$ cat config.mk
export PLATFORM = sky130hd
export DESIGN_NAME = card_info_tuple_parser_flat
export DESIGN_NICKNAME = d
export VERILOG_FILES = /design/src/rtl/core/cit_pkg.sv /design/src/rtl/core/cit_if.sv /design/src/rtl/core/cit_walker.sv /design/src/rtl/core/cit_out_queue.sv /design/src/rtl/core/card_info_tuple_parser.sv /design/src/flat_wrapper.sv
export SDC_FILE = /design/constraint.sdc
export NUM_CORES = 1
export LEC_CHECK = 0
export BUFFER_PORTS_ARGS = -buffer_cell sky130_fd_sc_hd__buf_4
export CAP_MARGIN = 5
export CELL_PAD_IN_SITES_DETAIL_PLACEMENT = 1
export CELL_PAD_IN_SITES_GLOBAL_PLACEMENT = 1
export CORE_MARGIN = 3
export CORE_UTILIZATION = 45
export CTS_BUF_LIST = sky130_fd_sc_hd__clkbuf_4 sky130_fd_sc_hd__clkbuf_8
export DETAILED_ROUTE_END_ITERATION = 6
export GPL_TIMING_DRIVEN = 0
export PLACE_DENSITY = 0.77
export SLEW_MARGIN = 30
export SYNTH_ARGS = -nofsm -noshare
export SYNTH_HDL_FRONTEND = slang
export SYNTH_SLANG_ARGS = --single-unit
$ cat constraint.sdc
create_clock -name i_clk -period 14.9 [get_ports i_clk]
set_clock_uncertainty 0.05 [all_clocks]
set_input_delay 3.725 -clock i_clk [delete_from_list [all_inputs] [get_ports i_clk]]
set_output_delay 3.725 -clock i_clk [all_outputs]
set_load 0.01 [all_outputs]
$ cat src/rtl/core/cit_pkg.sv
`timescale 1ns / 1ps
`default_nettype none
// ----------------------------------------------------------------------------
// cit_pkg
// Shared types and constants for the card information tuple parser.
// ----------------------------------------------------------------------------
package cit_pkg;

    // walk limits
    localparam int unsigned MAX_TUPLES        = 64;
    localparam int unsigned IMAGE_BYTES       = 6144;
    localparam int unsigned MAX_VERSION_CHARS = 79;

    // tuple codes
    localparam logic [7:0] CODE_NULL    = 8'h00;
    localparam logic [7:0] CODE_END     = 8'hFF;
    localparam logic [7:0] CODE_MANF    = 8'h20;
    localparam logic [7:0] CODE_CONFIG  = 8'h1A;
    localparam logic [7:0] CODE_VERSION = 8'h15;
    localparam logic [7:0] LINK_END     = 8'hFF;

    // character handling and defaults
    localparam logic [7:0]  CHAR_SPACE   = 8'h20;
    localparam logic [7:0]  CHAR_NUL     = 8'h00;
    localparam logic [1:0]  SIZE_MASK    = 2'b11;
    localparam logic [15:0] BASE_DEFAULT = 16'h0400;

    // result kinds
    localparam logic KIND_CHAR    = 1'b0;
    localparam logic KIND_SUMMARY = 1'b1;

    // end reasons
    localparam logic [1:0] END_CODE   = 2'd0;
    localparam logic [1:0] END_LINK   = 2'd1;
    localparam logic [1:0] END_BOUND  = 2'd2;
    localparam logic [1:0] END_TUPLES = 2'd3;

    // one result item
    typedef struct packed {
        logic        result_kind;
        logic [7:0]  char_value;
        logic [6:0]  char_position;
        logic [15:0] manufacturer_id;
        logic [15:0] card_id;
        logic [15:0] config_base;
        logic [6:0]  version_length;
        logic [1:0]  end_reason;
        logic        last;
    } t_result;

    // results produced by one input transfer, in order
    typedef struct packed {
        logic [1:0] count;
        t_result    first;
        t_result    second;
    } t_push;

endpackage
`default_nettype wire

$ cat src/rtl/core/cit_if.sv
`timescale 1ns / 1ps
`default_nettype none
// ----------------------------------------------------------------------------
// cit_in_if / cit_out_if
// Valid/ready channels for attribute bytes in and parse results out.
// ----------------------------------------------------------------------------
interface cit_in_if;
    logic       valid;
    logic       ready;
    logic       start_of_image;
    logic [7:0] attr_byte;

    modport source (output valid, output start_of_image, output attr_byte, input ready);
    modport sink   (input valid, input start_of_image, input attr_byte, output ready);
endinterface

interface cit_out_if;
    logic        valid;
    logic        ready;
    logic        result_kind;
    logic [7:0]  char_value;
    logic [6:0]  char_position;
    logic [15:0] manufacturer_id;
    logic [15:0] card_id;
    logic [15:0] config_base;
    logic [6:0]  version_length;
    logic [1:0]  end_reason;
    logic        last;

    modport source (
        output valid, output result_kind, output char_value, output char_position,
        output manufacturer_id, output card_id, output config_base,
        output version_length, output end_reason, output last, input ready
    );
    modport sink (
        input valid, input result_kind, input char_value, input char_position,
        input manufacturer_id, input card_id, input config_base,
        input version_length, input end_reason, input last, output ready
    );
endinterface
`default_nettype wire

$ cat src/rtl/core/cit_walker.sv
`timescale 1ns / 1ps
`default_nettype none
// ----------------------------------------------------------------------------
// cit_walker
// Per-byte tuple walk: holds the parse state and forms up to two results
// for every accepted attribute byte.
// ----------------------------------------------------------------------------
module cit_walker (
    input  wire logic          i_clk,
    input  wire logic          i_rst_n,
    input  wire logic          i_take,
    input  wire logic          i_start_of_image,
    input  wire logic [7:0]    i_attr_byte,
    output cit_pkg::t_push     o_push
);
    import cit_pkg::*;

    typedef enum logic [2:0] {
        PH_IDLE,
        PH_CODE,
        PH_LINK,
        PH_BODY,
        PH_DONE
    } t_phase;

    localparam logic [13:0] BOUND      = 14'(IMAGE_BYTES);
    localparam logic [7:0]  TUPLE_CAP  = 8'(MAX_TUPLES);
    localparam logic [6:0]  CHAR_CAP   = 7'(MAX_VERSION_CHARS);

    t_phase      r_phase,  n_phase;
    logic [12:0] r_start,  n_start;
    logic [7:0]  r_code,   n_code;
    logic [7:0]  r_link,   n_link;
    logic [7:0]  r_body,   n_body;
    logic [7:0]  r_seen,   n_seen;
    logic [1:0]  r_size,   n_size;
    logic [15:0] r_vendor, n_vendor;
    logic [15:0] r_card,   n_card;
    logic [15:0] r_base,   n_base;
    logic [6:0]  r_chars,  n_chars;
    logic [6:0]  r_trim,   n_trim;

    // working copies after a possible restart
    t_phase      c_phase;
    logic [12:0] c_start;
    logic [7:0]  c_link;
    logic [7:0]  c_code;
    logic [7:0]  c_body;
    logic [7:0]  c_seen;
    logic [1:0]  c_size;
    logic [15:0] c_vendor;
    logic [15:0] c_card;
    logic [15:0] c_base;
    logic [6:0]  c_chars;
    logic [6:0]  c_trim;

    logic        end_code;
    logic        complete;
    logic        do_adv;
    logic [8:0]  adv_len;
    logic        has_char;
    logic [7:0]  char_val;
    logic [6:0]  char_pos;
    logic        fin;
    logic [1:0]  fin_reason;
    logic [13:0] next_start;
    logic [7:0]  seen_inc;
    logic [7:0]  body_inc;
    t_result     char_res;
    t_result     sum_res;

    // per-byte parse step
    always_comb begin
        c_phase  = r_phase;
        c_start  = r_start;
        c_code   = r_code;
        c_link   = r_link;
        c_body   = r_body;
        c_seen   = r_seen;
        c_size   = r_size;
        c_vendor = r_vendor;
        c_card   = r_card;
        c_base   = r_base;
        c_chars  = r_chars;
        c_trim   = r_trim;
        if (i_start_of_image) begin
            c_phase  = PH_CODE;
            c_start  = '0;
            c_code   = '0;
            c_link   = '0;
            c_body   = '0;
            c_seen   = '0;
            c_size   = '0;
            c_vendor = '0;
            c_card   = '0;
            c_base   = BASE_DEFAULT;
            c_chars  = '0;
            c_trim   = '0;
        end

        n_phase  = c_phase;
        n_start  = c_start;
        n_code   = c_code;
        n_link   = c_link;
        n_body   = c_body;
        n_seen   = c_seen;
        n_size   = c_size;
        n_vendor = c_vendor;
        n_card   = c_card;
        n_base   = c_base;
        n_chars  = c_chars;
        n_trim   = c_trim;

        end_code = 1'b0;
        complete = 1'b0;
        do_adv   = 1'b0;
        adv_len  = 9'd1;
        has_char = 1'b0;
        char_val = '0;
        char_pos = '0;
        body_inc = c_body + 8'd1;

        case (c_phase)
            PH_CODE: begin
                n_code = i_attr_byte;
                if (i_attr_byte == CODE_END) begin
                    end_code = 1'b1;
                end else if (i_attr_byte == CODE_NULL) begin
                    do_adv  = 1'b1;
                    adv_len = 9'd1;
                end else begin
                    if (i_attr_byte == CODE_MANF) begin
                        n_vendor = '0;
                        n_card   = '0;
                    end
                    if (i_attr_byte == CODE_CONFIG) begin
                        n_size = '0;
                        n_base = '0;
                    end
                    n_phase = PH_LINK;
                end
            end
            PH_LINK: begin
                n_link = i_attr_byte;
                n_body = '0;
                if (i_attr_byte == 8'd0) begin
                    complete = 1'b1;
                end else begin
                    n_phase = PH_BODY;
                end
            end
            PH_BODY: begin
                // body field capture by tuple code
                if (c_code == CODE_MANF) begin
                    case (c_body)
                        8'd0:    n_vendor = {c_vendor[15:8], i_attr_byte};
                        8'd1:    n_vendor = {i_attr_byte, c_vendor[7:0]};
                        8'd2:    n_card   = {c_card[15:8], i_attr_byte};
                        8'd3:    n_card   = {i_attr_byte, c_card[7:0]};
                        default: n_vendor = c_vendor;
                    endcase
                end else if (c_code == CODE_CONFIG) begin
                    if (c_body == 8'd0) begin
                        n_size = i_attr_byte[1:0] & SIZE_MASK;
                    end else if (c_body == 8'd2) begin
                        n_base = {8'd0, i_attr_byte};
                    end else if (c_body == 8'd3 && c_size != 2'd0) begin
                        n_base = {i_attr_byte, c_base[7:0]};
                    end
                end else if (c_code == CODE_VERSION && c_body >= 8'd2 &&
                             c_chars < CHAR_CAP) begin
                    has_char = 1'b1;
                    char_val = (i_attr_byte == CHAR_NUL) ? CHAR_SPACE : i_attr_byte;
                    char_pos = c_chars;
                    n_chars  = c_chars + 7'd1;
                    if (char_val != CHAR_SPACE) begin
                        n_trim = c_chars + 7'd1;
                    end
                end
                n_body = body_inc;
                if (body_inc >= c_link) begin
                    complete = 1'b1;
                end
            end
            default: begin
                n_phase = c_phase;
            end
        endcase

        // tuple completion and walk end checks
        if (complete && n_link != LINK_END) begin
            do_adv  = 1'b1;
            adv_len = {1'b0, n_link} + 9'd2;
        end
        fin        = 1'b0;
        fin_reason = END_CODE;
        next_start = {1'b0, c_start} + {5'd0, adv_len};
        seen_inc   = c_seen + 8'd1;
        if (end_code) begin
            fin        = 1'b1;
            fin_reason = END_CODE;
        end else if (complete && n_link == LINK_END) begin
            fin        = 1'b1;
            fin_reason = END_LINK;
        end else if (do_adv) begin
            n_seen = seen_inc;
            if (next_start >= BOUND) begin
                fin        = 1'b1;
                fin_reason = END_BOUND;
            end else if (seen_inc >= TUPLE_CAP) begin
                fin        = 1'b1;
                fin_reason = END_TUPLES;
            end else begin
                n_start = next_start[12:0];
                n_phase = PH_CODE;
            end
        end
        if (fin) begin
            n_phase = PH_DONE;
        end

        // result records
        char_res               = '0;
        char_res.result_kind   = KIND_CHAR;
        char_res.char_value    = char_val;
        char_res.char_position = char_pos;

        sum_res                 = '0;
        sum_res.result_kind     = KIND_SUMMARY;
        sum_res.manufacturer_id = n_vendor;
        sum_res.card_id         = n_card;
        sum_res.config_base     = n_base;
        sum_res.version_length  = n_trim;
        sum_res.end_reason      = fin_reason;
        sum_res.last            = 1'b1;

        o_push.count  = i_take ? (2'({1'b0, has_char}) + 2'({1'b0, fin})) : 2'd0;
        o_push.first  = has_char ? char_res : sum_res;
        o_push.second = sum_res;
    end

    // parse state
    always_ff @(posedge i_clk) begin
        if (!i_rst_n) begin
            r_phase  <= PH_IDLE;
            r_start  <= '0;
            r_code   <= '0;
            r_link   <= '0;
            r_body   <= '0;
            r_seen   <= '0;
            r_size   <= '0;
            r_vendor <= '0;
            r_card   <= '0;
            r_base   <= BASE_DEFAULT;
            r_chars  <= '0;
            r_trim   <= '0;
        end else if (i_take) begin
            r_phase  <= n_phase;
            r_start  <= n_start;
            r_code   <= n_code;
            r_link   <= n_link;
            r_body   <= n_body;
            r_seen   <= n_seen;
            r_size   <= n_size;
            r_vendor <= n_vendor;
            r_card   <= n_card;
            r_base   <= n_base;
            r_chars  <= n_chars;
            r_trim   <= n_trim;
        end
    end

endmodule
`default_nettype wire

$ cat src/rtl/core/cit_out_queue.sv
`timescale 1ns / 1ps
`default_nettype none
// ----------------------------------------------------------------------------
// cit_out_queue
// Four-entry result queue: takes up to two results a cycle from the walker,
// presents the oldest one on the output channel.
// ----------------------------------------------------------------------------
module cit_out_queue (
    input  wire logic           i_clk,
    input  wire logic           i_rst_n,
    input  wire cit_pkg::t_push i_push,
    output logic                o_room,
    output logic                o_valid,
    input  wire logic           i_ready,
    output cit_pkg::t_result    o_head
);
    import cit_pkg::*;

    localparam int DEPTH = 4;

    t_result    r_q [DEPTH];
    t_result    n_q [DEPTH];
    t_result    sh  [DEPTH];
    logic [2:0] r_count, n_count;
    logic [2:0] kept;
    logic       pop;

    assign o_valid = (r_count != 3'd0);
    assign o_head  = r_q[0];
    assign o_room  = (r_count <= 3'd2);
    assign pop     = o_valid && i_ready;

    // shift on output transfer, then append new results
    always_comb begin
        for (int i = 0; i < DEPTH - 1; i++) begin
            sh[i] = pop ? r_q[i + 1] : r_q[i];
        end
        sh[DEPTH - 1] = r_q[DEPTH - 1];
        kept = r_count - {2'd0, pop};
        for (int i = 0; i < DEPTH; i++) begin
            n_q[i] = sh[i];
            if (i_push.count != 2'd0 && 3'(i) == kept) begin
                n_q[i] = i_push.first;
            end
            if (i_push.count == 2'd2 && 3'(i) == kept + 3'd1) begin
                n_q[i] = i_push.second;
            end
        end
        n_count = kept + {1'b0, i_push.count};
    end

    always_ff @(posedge i_clk) begin
        if (!i_rst_n) begin
            r_count <= '0;
        end else begin
            r_count <= n_count;
        end
    end

    always_ff @(posedge i_clk) begin
        for (int i = 0; i < DEPTH; i++) begin
            r_q[i] <= n_q[i];
        end
    end

endmodule
`default_nettype wire

$ cat src/rtl/core/card_info_tuple_parser.sv
`timescale 1ns / 1ps
`default_nettype none
// ----------------------------------------------------------------------------
// card_info_tuple_parser
// Walks a card information structure one attribute byte at a time and
// reports version characters and a closing summary.
// ----------------------------------------------------------------------------
// Usage:
//   i_in  : attribute bytes, one per transfer; start_of_image on the first
//           byte restarts the walk. Bytes before a start or after the walk
//           has ended are consumed without results.
//   o_out : results. A version tuple yields one character result per body
//           byte from the third on (up to 79); the walk closes with one
//           summary result (last = 1) carrying IDs, config base, trimmed
//           version length and end reason.
//   Throughput: one byte per cycle while i_in.ready is high. A byte yields zero, one or two results.
//   Results are registered in the result queue and reach o_out behind any older results.
//   A four-entry result queue decouples the two sides; i_in.ready drops
//   only while more than two results are waiting, so a stalled receiver
//   stops input before the queue overflows and nothing is lost.
//   Reset (synchronous, active low) empties the queue and leaves the walk
//   idle until a byte with start_of_image arrives.
// ----------------------------------------------------------------------------
module card_info_tuple_parser (
    input  wire logic i_clk,
    input  wire logic i_rst_n,
    cit_in_if.sink    i_in,
    cit_out_if.source o_out
);
    import cit_pkg::*;

    t_push   push;
    t_result head;
    logic    room;
    logic    take;

    assign i_in.ready = room;
    assign take       = i_in.valid && room;

    // tuple walk
    cit_walker u_walker (
        .i_clk            (i_clk),
        .i_rst_n          (i_rst_n),
        .i_take           (take),
        .i_start_of_image (i_in.start_of_image),
        .i_attr_byte      (i_in.attr_byte),
        .o_push           (push)
    );

    // result queue
    cit_out_queue u_queue (
        .i_clk   (i_clk),
        .i_rst_n (i_rst_n),
        .i_push  (push),
        .o_room  (room),
        .o_valid (o_out.valid),
        .i_ready (o_out.ready),
        .o_head  (head)
    );

    // output payload
    assign o_out.result_kind     = head.result_kind;
    assign o_out.char_value      = head.char_value;
    assign o_out.char_position   = head.char_position;
    assign o_out.manufacturer_id = head.manufacturer_id;
    assign o_out.card_id         = head.card_id;
    assign o_out.config_base     = head.config_base;
    assign o_out.version_length  = head.version_length;
    assign o_out.end_reason      = head.end_reason;
    assign o_out.last            = head.last;

endmodule
`default_nettype wire
$ cat src/flat_wrapper.sv
// flat-port wrapper written by rule: the top's interface ports become plain ports
module card_info_tuple_parser_flat import cit_pkg::*;
  (i_clk, i_rst_n, i_in_valid, i_in_start_of_image, i_in_attr_byte, i_in_ready, o_out_valid, o_out_result_kind, o_out_char_value, o_out_char_position, o_out_manufacturer_id, o_out_card_id, o_out_config_base, o_out_version_length, o_out_end_reason, o_out_last, o_out_ready);
  cit_in_if i_in_i ();
  cit_out_if o_out_i ();
  input  wire logic i_clk;
  input  wire logic i_rst_n;
  input wire logic [$bits(i_in_i.valid)-1:0] i_in_valid;
  input wire logic [$bits(i_in_i.start_of_image)-1:0] i_in_start_of_image;
  input wire logic [$bits(i_in_i.attr_byte)-1:0] i_in_attr_byte;
  output wire logic [$bits(i_in_i.ready)-1:0] i_in_ready;
  output wire logic [$bits(o_out_i.valid)-1:0] o_out_valid;
  output wire logic [$bits(o_out_i.result_kind)-1:0] o_out_result_kind;
  output wire logic [$bits(o_out_i.char_value)-1:0] o_out_char_value;
  output wire logic [$bits(o_out_i.char_position)-1:0] o_out_char_position;
  output wire logic [$bits(o_out_i.manufacturer_id)-1:0] o_out_manufacturer_id;
  output wire logic [$bits(o_out_i.card_id)-1:0] o_out_card_id;
  output wire logic [$bits(o_out_i.config_base)-1:0] o_out_config_base;
  output wire logic [$bits(o_out_i.version_length)-1:0] o_out_version_length;
  output wire logic [$bits(o_out_i.end_reason)-1:0] o_out_end_reason;
  output wire logic [$bits(o_out_i.last)-1:0] o_out_last;
  input wire logic [$bits(o_out_i.ready)-1:0] o_out_ready;
  assign i_in_i.valid = i_in_valid;
  assign i_in_i.start_of_image = i_in_start_of_image;
  assign i_in_i.attr_byte = i_in_attr_byte;
  assign i_in_ready = i_in_i.ready;
  assign o_out_valid = o_out_i.valid;
  assign o_out_result_kind = o_out_i.result_kind;
  assign o_out_char_value = o_out_i.char_value;
  assign o_out_char_position = o_out_i.char_position;
  assign o_out_manufacturer_id = o_out_i.manufacturer_id;
  assign o_out_card_id = o_out_i.card_id;
  assign o_out_config_base = o_out_i.config_base;
  assign o_out_version_length = o_out_i.version_length;
  assign o_out_end_reason = o_out_i.end_reason;
  assign o_out_last = o_out_i.last;
  assign o_out_i.ready = o_out_ready;
  card_info_tuple_parser u_core (.i_clk(i_clk), .i_rst_n(i_rst_n), .i_in(i_in_i), .o_out(o_out_i));
endmodule
==> flow_summary.yaml <==
drt:
  via_count_of_the_routed_design: 15613
  post_drt_wl_per_cell_um: 22.0
  wirelength_um: 57600
  detail_route.first_pass.iterations: 6
  drc: 0
  route.detailed.vias_per_inst: 5.97
  initialDrtViolationCount: 1128
  final_antenna_net_count: 0
clock_tree:
  clock-root-buffer: "clkbuf_8"
  cts.sink_count: 407
  cts_buffer_depth: 3
  clock_tree_from_tritoncts: "done"
  ctsHtreeMaxLevel: 3
  clk-insertion-delay-late_ns: 0.63
  cts_resized: 0
  cts.hold.buffers_added: 0
  post_cts_repair_setup_buffers: 0
  cts.reportedPaths.clkPinSlew_ns: 0.05
  number_of_clock_buffers_inserted_by_tritoncts: 70
power:
  sw_frac_of_total_pct: 28.3
  power.total_mw: 2.82
  internal_power_mw: 2.02
  p_switching_uw: 800
  pwr_density_cell_nw_per_um2: 132
  vdd_drop_max_mv: 0.0595
  power.combinational.fraction_pct: 14.6
  total_leakage_power_nw: 7.73
  clock_power_share_pct: 36.9
  sequentialPowerShare_pct: 48.5
layout:
  synthToLayoutAreaGrowth_pct: 15.7
  final_core_util_pct: 53.2
  total_nets_final: 2075
  layout.area.seq_um2: 10400
  multiInputGateArea_um2: 7460
  num-fill-cells: 4481
  proportion_of_layout_cells_with_a_drive_suffix_above_1_pct: 11.9
floorplan:
  core_um2: 40100
  fp.dieArea_um2: 43400
  io_pins: 89
  die_h_um: 208
  start_util_pct: 46.0
  chipWidth_um: 208
  rows: 73
global_routing:
  grt_antenna_before_repair: 0
  wire_length_of_the_first_global_routing_pass_um: 90800
  via_count_of_the_first_global_routing_pass: 16283
  gr-total-overflow: 0
  globalRouteTotalUtil_pct: 26.1
  largest_net_degree_at_the_start_of_global_routing: 43
logic_synthesis:
  main_area_contributors_after_synthesis: "edfxtp_1, dfxtp_1, nand2_1, a211oi_1, o21ai_0"
  synth.net_count: 1912
  seq_area_frac_synth_pct: 56.6
  postSynth.topFlopCell: "edfxtp_1"
  synthCells: 1872
  synth_largest_type_area_fraction_pct: 37.1
  avg_synthesized_cell_area_um2: 9.85
  netlist.top_cell.by_area: "edfxtp_1"
  commonest_cells_post_synth: "nand2_1, edfxtp_1, nor2_1"
  yosys.cell_types.count: 77
  post_synth_instance_area_um2: 18400
  synthMostInstantiatedCell: "nand2_1"
  async_flop_share_pct: 0
  synth-edff-count: 228
  yosys_warnings: 0
  synth_seq_cells: 407
timing:
  final-setup-viol-count: 0
  fmax_mhz: 70.0
  whs_ns: 0.420
  worst-slew-pin-transition_ns: 0.956
  post-route-min-period_ns: 14.28
  drv_slew: 0
  slew-limit-headroom_pct: 36.0
  final_period_utilization_pct: 95.8
  post-route-worst-setup-slack_ns: 0.619
  rsz0062_at_grt: "no"
  timing.final.hold_violations: 0
min_path:
  min_path_type: "flip-flop to flip-flop"
setup_path:
  r2r_setup_slack_ns: 3.92
  cp_slowest_stage_delay_ns: 0.80
  crit-reg2reg-launch: "u_core.u_walker.r_body[1]"
  crit_slowest_cell: "nor2_1"
  setup.worst_path.start: "i_in_start_of_image"
  cp_data_arrival_time_ns: 14.58
  worst_r2r_path_depth: 31
  worst_ep_required_time_ns: 15.20
  cp_max_fo: 39
  cp-endpoint: "u_core.u_queue.r_q[1][35]"
  critical_path.endpoint_type: "flip-flop"
  crit_type: "primary input to flip-flop"
  timing.rr.end: "u_core.u_queue.r_q[1][35]"
  setup.worst_path.start_class: "primary input"
outcome:
  run_status: "completed"
placement:
  dpl.hpwl_um: 40600
  port-buffer-count: 85
  place_worst_setup_slack_ns: 0.275
  globalplace.congestion: 0.895
flow_run:
  max_cap_viols: 0
## registers in the layout, summed over array words and instances (netlist names)
name                      cells
u_core.u_queue.r_q          292
u_core.u_walker.r_base       16
u_core.u_walker.r_card       16
u_core.u_walker.r_vendor     16
u_core.u_walker.r_start      13
u_core.u_walker.r_body        8
u_core.u_walker.r_code        8
u_core.u_walker.r_link        8
u_core.u_walker.r_seen        8
u_core.u_walker.r_chars       7
u_core.u_walker.r_trim        7
u_core.u_queue.r_count        3
u_core.u_walker.r_phase       3
u_core.u_walker.r_size        2
## cells in the final DEF, fill, tap and decap left out, drive strengths merged, types with 5 or more instances in the layout
master / n
nand3: 37
o31ai: 6
buf: 109
clkinv: 19
o21ai: 224
edfxtp: 228
nand2: 274
or3: 6
ha: 25
or4: 5
nor3: 18
a32oi: 11
nor2: 202
and3: 25
nand4: 5
inv: 16
and2: 54
xor2: 8
a211oi: 133
a31oi: 7
dfxtp: 179
a22oi: 58
xnor2: 12
a22o: 15
clkbuf: 218
nor2b: 19
a21o: 14
a21oi: 86
or2: 5
## layout make-up
| cell class | count | area share [%] |
|---|---|---|
| flip-flops and latches | 407 | 48.9 |
| multi-input cells | 1316 | 35.0 |
| clock buffers | 100 | 5.60 |
| repair buffers | 91 | 3.66 |
| well taps | 525 | 3.08 |
| plain buffers | 136 | 2.53 |
| clock inverters | 27 | 1.03 |
| inverters | 13 | 0.229 |
| diodes | 1 | 0.0117 |
## power by group through the flow
stage	Sequential (mW)	Combinational (mW)	Clock, mW
finish	1.37	0.412	1.04
global route	1.38	0.452	1.11
CTS	1.37	0.412	1.06
detailed placement	1.39	0.408	0
global placement	1.40	0.372	0
floorplan	1.40	0.215	0
## metrics by stage
step / TNS [ns] / area, um^2 / cells
2_1_floorplan: 0 / 18400 / 1872
3_3_place_gp: -304.16 / 19700 / 2482
3_5_place_dp: 0 / 19900 / 2488
4_1_cts: 0 / 21300 / 2615
5_1_grt: 0 / 21300 / 2615
6_report: 0 / 21300 / 2616
## worst min-delay path by stage
stage                                     from  slack [ns]                    endpoint  cells after the start
global route        u_core.u_walker.r_start[2]        0.44  u_core.u_walker.r_start[2]                      1
floorplan             u_core.u_queue.r_q[3][0]        0.37    u_core.u_queue.r_q[3][0]                      2
CTS                   u_core.u_queue.r_q[3][0]        0.42    u_core.u_queue.r_q[3][0]                      2
finish                u_core.u_queue.r_q[3][0]        0.42    u_core.u_queue.r_q[3][0]                      2
global placement      u_core.u_queue.r_q[3][0]        0.39    u_core.u_queue.r_q[3][0]                      2
detailed placement  u_core.u_walker.r_start[3]        0.41  u_core.u_walker.r_start[3]                      1
## cells by family after synthesis
| kind of cell | count (synthesis) | share of synthesized area [%] |
|---|---|---|
| flops | 407 | 56.6 |
| xor+xnor | 20 | 0.950 |
| fa+ha+maj | 27 | 1.91 |
| mux | 4 | 0.224 |
| simple gates | 678 | 16.9 |
| compound gates | 587 | 20.2 |
| buf+inv | 149 | 3.19 |
## layer usage
metal  vias to the layer above  track usage (%)  routed length [um]
li1                       7185                -                   -
met1                      7840             34.6               25200
met2                       484             42.8               27400
met3                       104             4.95                3550
met4                         0             9.14                1440
met5                         -                0                   0
## critical path, delay by kind of cell
family                     cells  cell delay [ns]
and+or+nand+nor               10             3.26
AOI/OAI and AO/OA              8             2.41
adders and majority gates      4             1.44
buffers and inverters          9             3.68
(Power assumes the default switching activity.)
